<file path="src/pva_pkg.sv">
// Shared types and constants for the polyphonic voice allocator.
`timescale 1ns / 1ps

package pva_pkg;

  localparam int NumVoicesDef = 16;
  localparam int LevelBitsDef = 16;

  localparam logic [1:0] MODE_ON     = 2'd0;
  localparam logic [1:0] MODE_OFF    = 2'd1;
  localparam logic [1:0] MODE_STATUS = 2'd2;

  localparam logic [1:0] PH_IDLE  = 2'd0;
  localparam logic [1:0] PH_SOUND = 2'd1;
  localparam logic [1:0] PH_REL   = 2'd2;

  localparam logic KIND_ON  = 1'b0;
  localparam logic KIND_OFF = 1'b1;

  localparam logic [7:0] NOTE_NONE = 8'd128;

  typedef enum logic [1:0] {
    OP_ON,
    OP_OFF,
    OP_STATUS
  } op_e;

  typedef struct packed {
    op_e        op;
    logic [6:0] note;
    logic [6:0] velocity;
    logic [3:0] sel;
    logic       sel_ok;
    logic [1:0] phase;
  } cmd_t;

  localparam int CmdBits = $bits(cmd_t);

endpackage

</file>
<file path="src/pva_front.sv">
// Front end: takes events, decodes the mode and converts the reported level.
`timescale 1ns / 1ps

module pva_front import pva_pkg::*; #(
  parameter int NUM_VOICES = NumVoicesDef,
  parameter int LEVEL_BITS = LevelBitsDef
) (
  input  logic                  start,
  input  logic                  busy,
  input  logic [1:0]            mode,
  input  logic [6:0]            note,
  input  logic [6:0]            velocity,
  input  logic [3:0]            voice_sel,
  input  logic [1:0]            env_phase,
  input  logic [15:0]           env_level,
  output logic                  push,
  output cmd_t                  cmd,
  output logic [LEVEL_BITS-1:0] level
);

  logic                   known;
  logic [LEVEL_BITS+15:0] lvl_wide;

  always_comb begin
    known  = 1'b1;
    cmd.op = OP_STATUS;
    unique case (mode)
      MODE_ON:     cmd.op = OP_ON;
      MODE_OFF:    cmd.op = OP_OFF;
      MODE_STATUS: cmd.op = OP_STATUS;
      default:     known  = 1'b0;
    endcase
    cmd.note     = note;
    cmd.velocity = velocity;
    cmd.sel      = voice_sel;
    cmd.sel_ok   = (32'(voice_sel) < 32'(NUM_VOICES));
    cmd.phase    = (env_phase == PH_SOUND || env_phase == PH_REL) ? env_phase : PH_IDLE;
  end

  assign lvl_wide = {env_level, {LEVEL_BITS{1'b0}}};
  assign level    = lvl_wide[LEVEL_BITS+15:16];
  assign push     = start && !busy && known;

endmodule

</file>
<file path="src/pva_queue.sv">
// Two-entry queue between the front end and the voice scanner.
`timescale 1ns / 1ps

module pva_queue #(
  parameter int WIDTH = 8
) (
  input  logic             clk,
  input  logic             rst,
  input  logic             push,
  input  logic [WIDTH-1:0] wr_data,
  input  logic             pop,
  output logic [WIDTH-1:0] rd_data,
  output logic             not_empty,
  output logic             full
);

  logic [WIDTH-1:0] entries [2];
  logic             wr_ptr;
  logic             rd_ptr;
  logic [1:0]       count;

  always_ff @(posedge clk) begin
    if (push) begin
      entries[wr_ptr] <= wr_data;
    end
  end

  always_ff @(posedge clk) begin
    if (rst) begin
      wr_ptr <= 1'b0;
      rd_ptr <= 1'b0;
      count  <= 2'd0;
    end else begin
      if (push) begin
        wr_ptr <= !wr_ptr;
      end
      if (pop) begin
        rd_ptr <= !rd_ptr;
      end
      if (push && !pop) begin
        count <= count + 2'd1;
      end else if (pop && !push) begin
        count <= count - 2'd1;
      end
    end
  end

  assign rd_data   = entries[rd_ptr];
  assign not_empty = (count != 2'd0);
  assign full      = (count == 2'd2);

endmodule

</file>
<file path="src/pva_back.sv">
// Back end: voice table and the one-voice-per-cycle scanner.
`timescale 1ns / 1ps

module pva_back import pva_pkg::*; #(
  parameter int NUM_VOICES = NumVoicesDef,
  parameter int LEVEL_BITS = LevelBitsDef
) (
  input  logic                  clk,
  input  logic                  rst,
  input  logic                  q_valid,
  input  cmd_t                  q_cmd,
  input  logic [LEVEL_BITS-1:0] q_level,
  output logic                  pop,
  output logic                  done,
  output logic                  kind,
  output logic                  granted,
  output logic [3:0]            voice_out,
  output logic [6:0]            note_out,
  output logic [6:0]            velocity_out,
  output logic [15:0]           release_mask
);

  localparam int VW = $clog2(NUM_VOICES);

  typedef enum logic [1:0] {
    S_IDLE,
    S_ON,
    S_OFF
  } state_t;

  state_t state;

  logic [7:0]            vnote  [NUM_VOICES];
  logic [1:0]            vphase [NUM_VOICES];
  logic [LEVEL_BITS-1:0] vlevel [NUM_VOICES];

  logic [VW-1:0]         cnt;
  logic [6:0]            cur_note;
  logic [6:0]            cur_vel;
  logic                  idle_found;
  logic [VW-1:0]         idle_idx;
  logic                  rel_found;
  logic [VW-1:0]         rel_idx;
  logic [LEVEL_BITS:0]   best;
  logic [NUM_VOICES-1:0] mask;

  logic                   last;
  logic                   hit;
  logic                   idle_now;
  logic                   rel_now;
  logic                   pick_ok;
  logic [VW-1:0]          pick_idx;
  logic [VW+3:0]          pick_ext;
  logic [VW+3:0]          sel_ext;
  logic [VW-1:0]          sel_idx;
  logic [NUM_VOICES-1:0]  mask_now;
  logic [NUM_VOICES+15:0] mask_ext;

  always_comb begin
    last     = (32'(cnt) == 32'(NUM_VOICES - 1));
    hit      = (vnote[cnt] == {1'b0, cur_note});
    idle_now = !idle_found && (vphase[cnt] == PH_IDLE);
    rel_now  = !idle_found && (vphase[cnt] == PH_REL) && ({1'b0, vlevel[cnt]} < best);
    pick_ok  = 1'b1;
    pick_idx = cnt;
    if (hit) begin
      pick_idx = cnt;
    end else if (idle_found) begin
      pick_idx = idle_idx;
    end else if (idle_now || rel_now) begin
      pick_idx = cnt;
    end else if (rel_found) begin
      pick_idx = rel_idx;
    end else begin
      pick_ok  = 1'b0;
      pick_idx = '0;
    end
    pick_ext = {4'b0, pick_idx};
    sel_ext  = {{VW{1'b0}}, q_cmd.sel};
    sel_idx  = sel_ext[VW-1:0];
    mask_now = mask | (hit ? ({{(NUM_VOICES-1){1'b0}}, 1'b1} << cnt) : '0);
    mask_ext = {16'b0, mask_now};
  end

  assign pop = (state == S_IDLE) && q_valid;

  always_ff @(posedge clk) begin
    if (rst) begin
      state        <= S_IDLE;
      done         <= 1'b0;
      kind         <= KIND_ON;
      granted      <= 1'b0;
      voice_out    <= '0;
      note_out     <= '0;
      velocity_out <= '0;
      release_mask <= '0;
      cnt          <= '0;
      idle_found   <= 1'b0;
      rel_found    <= 1'b0;
      for (int i = 0; i < NUM_VOICES; i++) begin
        vnote[i]  <= NOTE_NONE;
        vphase[i] <= PH_IDLE;
        vlevel[i] <= '0;
      end
    end else begin
      done <= 1'b0;
      unique case (state)
        S_IDLE: begin
          if (q_valid) begin
            cur_note   <= q_cmd.note;
            cur_vel    <= q_cmd.velocity;
            cnt        <= '0;
            idle_found <= 1'b0;
            rel_found  <= 1'b0;
            best       <= {1'b1, {LEVEL_BITS{1'b0}}};
            mask       <= '0;
            unique case (q_cmd.op)
              OP_ON:  state <= S_ON;
              OP_OFF: state <= S_OFF;
              default: begin
                if (q_cmd.sel_ok) begin
                  vphase[sel_idx] <= q_cmd.phase;
                  vlevel[sel_idx] <= q_level;
                end
              end
            endcase
          end
        end
        S_ON: begin
          if (idle_now) begin
            idle_found <= 1'b1;
            idle_idx   <= cnt;
          end else if (rel_now) begin
            rel_found <= 1'b1;
            rel_idx   <= cnt;
            best      <= {1'b0, vlevel[cnt]};
          end
          cnt <= cnt + 1'b1;
          if (hit || last) begin
            if (pick_ok) begin
              vnote[pick_idx]  <= {1'b0, cur_note};
              vphase[pick_idx] <= PH_SOUND;
            end
            done         <= 1'b1;
            kind         <= KIND_ON;
            granted      <= pick_ok;
            voice_out    <= pick_ok ? pick_ext[3:0] : 4'd0;
            note_out     <= cur_note;
            velocity_out <= pick_ok ? cur_vel : 7'd0;
            release_mask <= '0;
            state        <= S_IDLE;
          end
        end
        S_OFF: begin
          if (hit) begin
            vphase[cnt] <= PH_REL;
          end
          mask <= mask_now;
          cnt  <= cnt + 1'b1;
          if (last) begin
            done         <= 1'b1;
            kind         <= KIND_OFF;
            granted      <= 1'b0;
            voice_out    <= '0;
            note_out     <= cur_note;
            velocity_out <= '0;
            release_mask <= mask_ext[15:0];
            state        <= S_IDLE;
          end
        end
        default: state <= S_IDLE;
      endcase
    end
  end

endmodule

</file>
<file path="src/poly_voice_allocator.sv">
// Top level of the polyphonic voice allocator.
// Flow: an accepted event waits in the queue behind the beats ahead of it; a note on scans
// up to the first voice holding its note or the last voice, a note off scans every voice.
// Throughput: the scanner reads one voice a cycle and takes no new beat until a note event's
// scan ends, while a status report is applied from the idle state; a two-beat queue sits ahead.
// Reset: synchronous; all voices return to no note, idle phase and zero level at once.
// The result strobe lasts one cycle and cannot be held off by the receiver.
`timescale 1ns / 1ps

module poly_voice_allocator import pva_pkg::*; #(
  parameter int NUM_VOICES = NumVoicesDef,
  parameter int LEVEL_BITS = LevelBitsDef
) (
  input  logic        clk,
  input  logic        rst,
  input  logic        start,
  output logic        busy,
  input  logic [1:0]  mode,
  input  logic [6:0]  note,
  input  logic [6:0]  velocity,
  input  logic [3:0]  voice_sel,
  input  logic [1:0]  env_phase,
  input  logic [15:0] env_level,
  output logic        done,
  output logic        kind,
  output logic        granted,
  output logic [3:0]  voice_out,
  output logic [6:0]  note_out,
  output logic [6:0]  velocity_out,
  output logic [15:0] release_mask
);

  localparam int QW = CmdBits + LEVEL_BITS;

  logic                  push;
  cmd_t                  f_cmd;
  logic [LEVEL_BITS-1:0] f_level;
  logic [QW-1:0]         q_rd;
  logic                  q_valid;
  logic                  pop;
  cmd_t                  q_cmd;
  logic [LEVEL_BITS-1:0] q_level;

  pva_front #(
    .NUM_VOICES(NUM_VOICES),
    .LEVEL_BITS(LEVEL_BITS)
  ) u_front (
    .start    (start),
    .busy     (busy),
    .mode     (mode),
    .note     (note),
    .velocity (velocity),
    .voice_sel(voice_sel),
    .env_phase(env_phase),
    .env_level(env_level),
    .push     (push),
    .cmd      (f_cmd),
    .level    (f_level)
  );

  pva_queue #(
    .WIDTH(QW)
  ) u_queue (
    .clk      (clk),
    .rst      (rst),
    .push     (push),
    .wr_data  ({f_cmd, f_level}),
    .pop      (pop),
    .rd_data  (q_rd),
    .not_empty(q_valid),
    .full     (busy)
  );

  assign q_cmd   = cmd_t'(q_rd[QW-1:LEVEL_BITS]);
  assign q_level = q_rd[LEVEL_BITS-1:0];

  pva_back #(
    .NUM_VOICES(NUM_VOICES),
    .LEVEL_BITS(LEVEL_BITS)
  ) u_back (
    .clk         (clk),
    .rst         (rst),
    .q_valid     (q_valid),
    .q_cmd       (q_cmd),
    .q_level     (q_level),
    .pop         (pop),
    .done        (done),
    .kind        (kind),
    .granted     (granted),
    .voice_out   (voice_out),
    .note_out    (note_out),
    .velocity_out(velocity_out),
    .release_mask(release_mask)
  );

endmodule

</file>
<file path="config.mk">
export PLATFORM = sky130hd
export DESIGN_NAME = poly_voice_allocator
export DESIGN_NICKNAME = d
export VERILOG_FILES = /design/src/pva_pkg.sv /design/src/pva_front.sv /design/src/pva_queue.sv /design/src/pva_back.sv /design/src/poly_voice_allocator.sv
export SDC_FILE = /design/constraint.sdc
export NUM_CORES = 1
export LEC_CHECK = 0
export BUFFER_PORTS_ARGS = -buffer_cell sky130_fd_sc_hd__buf_2
export CORE_MARGIN = 3
export CORE_UTILIZATION = 30
export CTS_CLUSTER_SIZE = 14
export DETAILED_ROUTE_END_ITERATION = 8
export PLACE_DENSITY = 0.51
export SLEW_MARGIN = 40
export SYNTH_ARGS = -nofsm -noshare
export SYNTH_HDL_FRONTEND = slang
export SYNTH_SLANG_ARGS = --single-unit
</file>
<file path="constraint.sdc">
create_clock -name clk -period 7.6 [get_ports clk]
set_input_delay 0.76 -clock clk [delete_from_list [all_inputs] [get_ports clk]]
set_output_delay 0.76 -clock clk [all_outputs]
set_load 0.05 [all_outputs]
</file>
==> impl_metrics.tcl <==
set metrics [dict create \
    boundaryPins 79 \
    track_usage_pct 14.3 \
    synth_nets 1922 \
    routed_wl_mm 64.8 \
    synth_edf_count 531 \
    yosys-top-cells-count "edfxtp_1 (531), nor2_1 (389), and2_1 (128)" \
    ys_async_sr_fraction_pct 0 \
    drtIter0Drc 1060 \
    synth-adder-area-share_pct 1.19 \
    powerDensity_nw_per_um2 285 \
    finalPower_mw 8.58 \
    clkTransAtPathRegs_ns 0.06 \
    htreeDepth 2 \
    synthXorXnorAreaFrac_pct 0.334 \
    core-area_um2 85900 \
    rows 107 \
    skew_ns 0.0262 \
    root_buffer "clkbuf_16" \
    drive_gt1_share_pct 21.6 \
    antenna_found_initial 4 \
    start_util_pct 30.5 \
    utilization_pct 35.1 \
    synth_area_per_cell_um2 14.1 \
    die_h_um 302 \
    maxCapViolCount 0 \
    grt_max_degree 70 \
    path_max_fanout 43 \
    gp_congestion 0.777 \
    critPathKind "reg2reg" \
    hpwl_mm 42.5 \
    p_leak_nw 10.5 \
    final_cell_count_no_fill 3117 \
    drt-vias-per-instance 4.87 \
    place_inst 3001 \
    synth.top_cell.area_share_pct 60.8 \
    finalWorstSetupSlack_ns 1.72 \
    timing.fmax_ghz 0.170 \
    area_growth_pct 15.0 \
    cp.required_ns 7.90 \
    worstPathArrival_ns 6.18 \
    ys_seq_area_share_pct 66.1 \
    wire_per_inst_um 20.8 \
    cts_tree "yes" \
    antenna_left 0 \
    drt_first_pass_iters 8 \
    yosys_warnings 0 \
    status "completed" \
    port_buffers 78 \
    cts_setup_buffers 0 \
    ctsResizeCount 0 \
    worstHoldPathType "in2reg" \
    hold_viol 0 \
    nets 1987 \
    fin_setup_tns_ns 0 \
    finalSetupViolCount 0 \
    synth_area_um2 26200 \
    synth_flop_cell "edfxtp_1" \
    overflow 0 \
    slew_headroom_pct 46.4 \
    post-route-drc-count 0 \
    rsz0062_at_grt "false" \
    die_w_um 302 \
    pre_cts_slack_ns 1.71 \
    crit_path_end_kind "register" \
    synthCells 1856 \
    synth_most_common_cell "edfxtp_1" \
    yosysTopAreaCell "edfxtp_1" \
    cts_sinks 601 \
    clock_latency_ns 0.62 \
    finalMaxSlewViolations 0 \
    holdWs_ns 0.332 \
    place_area_um2 28000 \
    period_share_pct 77.4 \
    layout_min_cycle_time_ns 5.88 \
    synthTopCellsByArea "edfxtp_1 (61%), mux4_2 (9.4%), nor2_1 (5.6%)" \
    grt_pass1_vias 15900 \
    cts_buffer_depth 3 \
    stdcell_area_um2 30200 \
    synth_cell_types 68 \
    worst_slew_pin_slew_ns 0.803 \
    synth_compound_area_share_pct 3.74 \
    grt_pass1_wl_mm 98.4 \
    synthMuxAreaShare_pct 12.8 \
    cts_hold_buf 0 \
    vdd_drop_max_uv 195 \
    die_area_um2 91000 \
    cp-start-kind "register" \
    synthSimpleGateAreaFrac_pct 13.3 \
    numCtsBuffers 61 \
    vias 15200 \
    synth_top_family_by_area "simple AND/OR/NAND/NOR gates" \
    ys_seq_elements 601 \
]
==> flip-flops by register name, indices dropped and copies added (netlist names), 2 cells and up, named ones only <==
name,flops
u_back.release_mask,16
u_back.vphase,32
u_back.voice_out,4
u_back.vnote,128
u_back.velocity_out,7
u_back.mask,16
u_back.vlevel,256
u_back.idle_idx,4
u_back.cnt,4
u_back.cur_note,7
u_back.rel_idx,4
u_queue.count,2
u_back.cur_vel,7
u_back.state,2
u_back.note_out,7
u_back.best,17
u_queue.entries,76
==> path summary, 6_finish.rpt <==
path	start	endpoint	slack, ns	cells past startpoint
setup / recovery	register	u_back.vphase[1][1]$_SDFFCE_PN0P_	1.72	15
hold / removal	velocity[2]	u_queue.entries[1][24]$_DFFE_PP_	0.33	1
setup reg to reg	register	u_back.vphase[1][1]$_SDFFCE_PN0P_	1.72	15
hold reg to reg	u_back.kind$_SDFFE_PP0P_	u_back.kind$_SDFFE_PP0P_	0.46	2
==> where the power goes <==
part / internal [mW] / switching [mW]
sequential: 3.87 / 0.0884
clock: 1.92 / 1.26
combinational: 0.502 / 0.936
==> kinds of logic (layout without fill, tap and decap cells) <==
logic type	after synthesis	after routing
flops	601	601
xor+xnor	10	10
other cells	0	1
buf+inv	151	267
fa+ha+maj	25	25
simple gates	736	736
compound gates	141	141
mux	192	192
==> cell usage in the layout, fill, tap and decap left out, types with 44 or more instances in the layout <==
master     Yosys  routed
and2_1       128     127
a21oi_1       45      45
clkbuf_16      0      61
nor2_1       389     389
buf_2         13      77
nand2_1       55      47
edfxtp_1     531     531
mux2i_1       46      46
mux4_2       109     109
buf_4          3      44
dfxtp_1       70      66
==> critical path, stage by stage, from the launching register on <==
cell	delay, ns
dfxtp_4	0.80
buf_4	0.38
mux4_2	0.37
mux4_2	0.49
ha_1	0.32
nand4b_1	0.16
nor4_1	0.36
o21ai_0	0.14
o2111ai_1	0.30
nor2_1	0.11
o41a_1	0.41
o21ai_2	0.39
mux2_2	0.39
mux2i_2	0.23
nand2_1	0.32
o21bai_1	0.33
==> metal layers <==
layer | wire length, um | GRT usage [%]
met1 | 28300 | 19.3
met2 | 31100 | 23.5
met3 | 3860 | 2.61
met4 | 1490 | 3.85
met5 | 13 | 0
==> final cells by class <==
type	count	area, um^2
Timing Repair Buffer	126	798
Antenna cell	1	2.50
Fill cell	8283	55800
Clock buffer	73	1580
Tap cell	1144	1430
Inverter	27	101
Sequential cell	601	17400
Clock inverter	41	539
Multi-Input combinational cell	1104	8340
No activity file was read; power rests on OpenSTA's default activity.
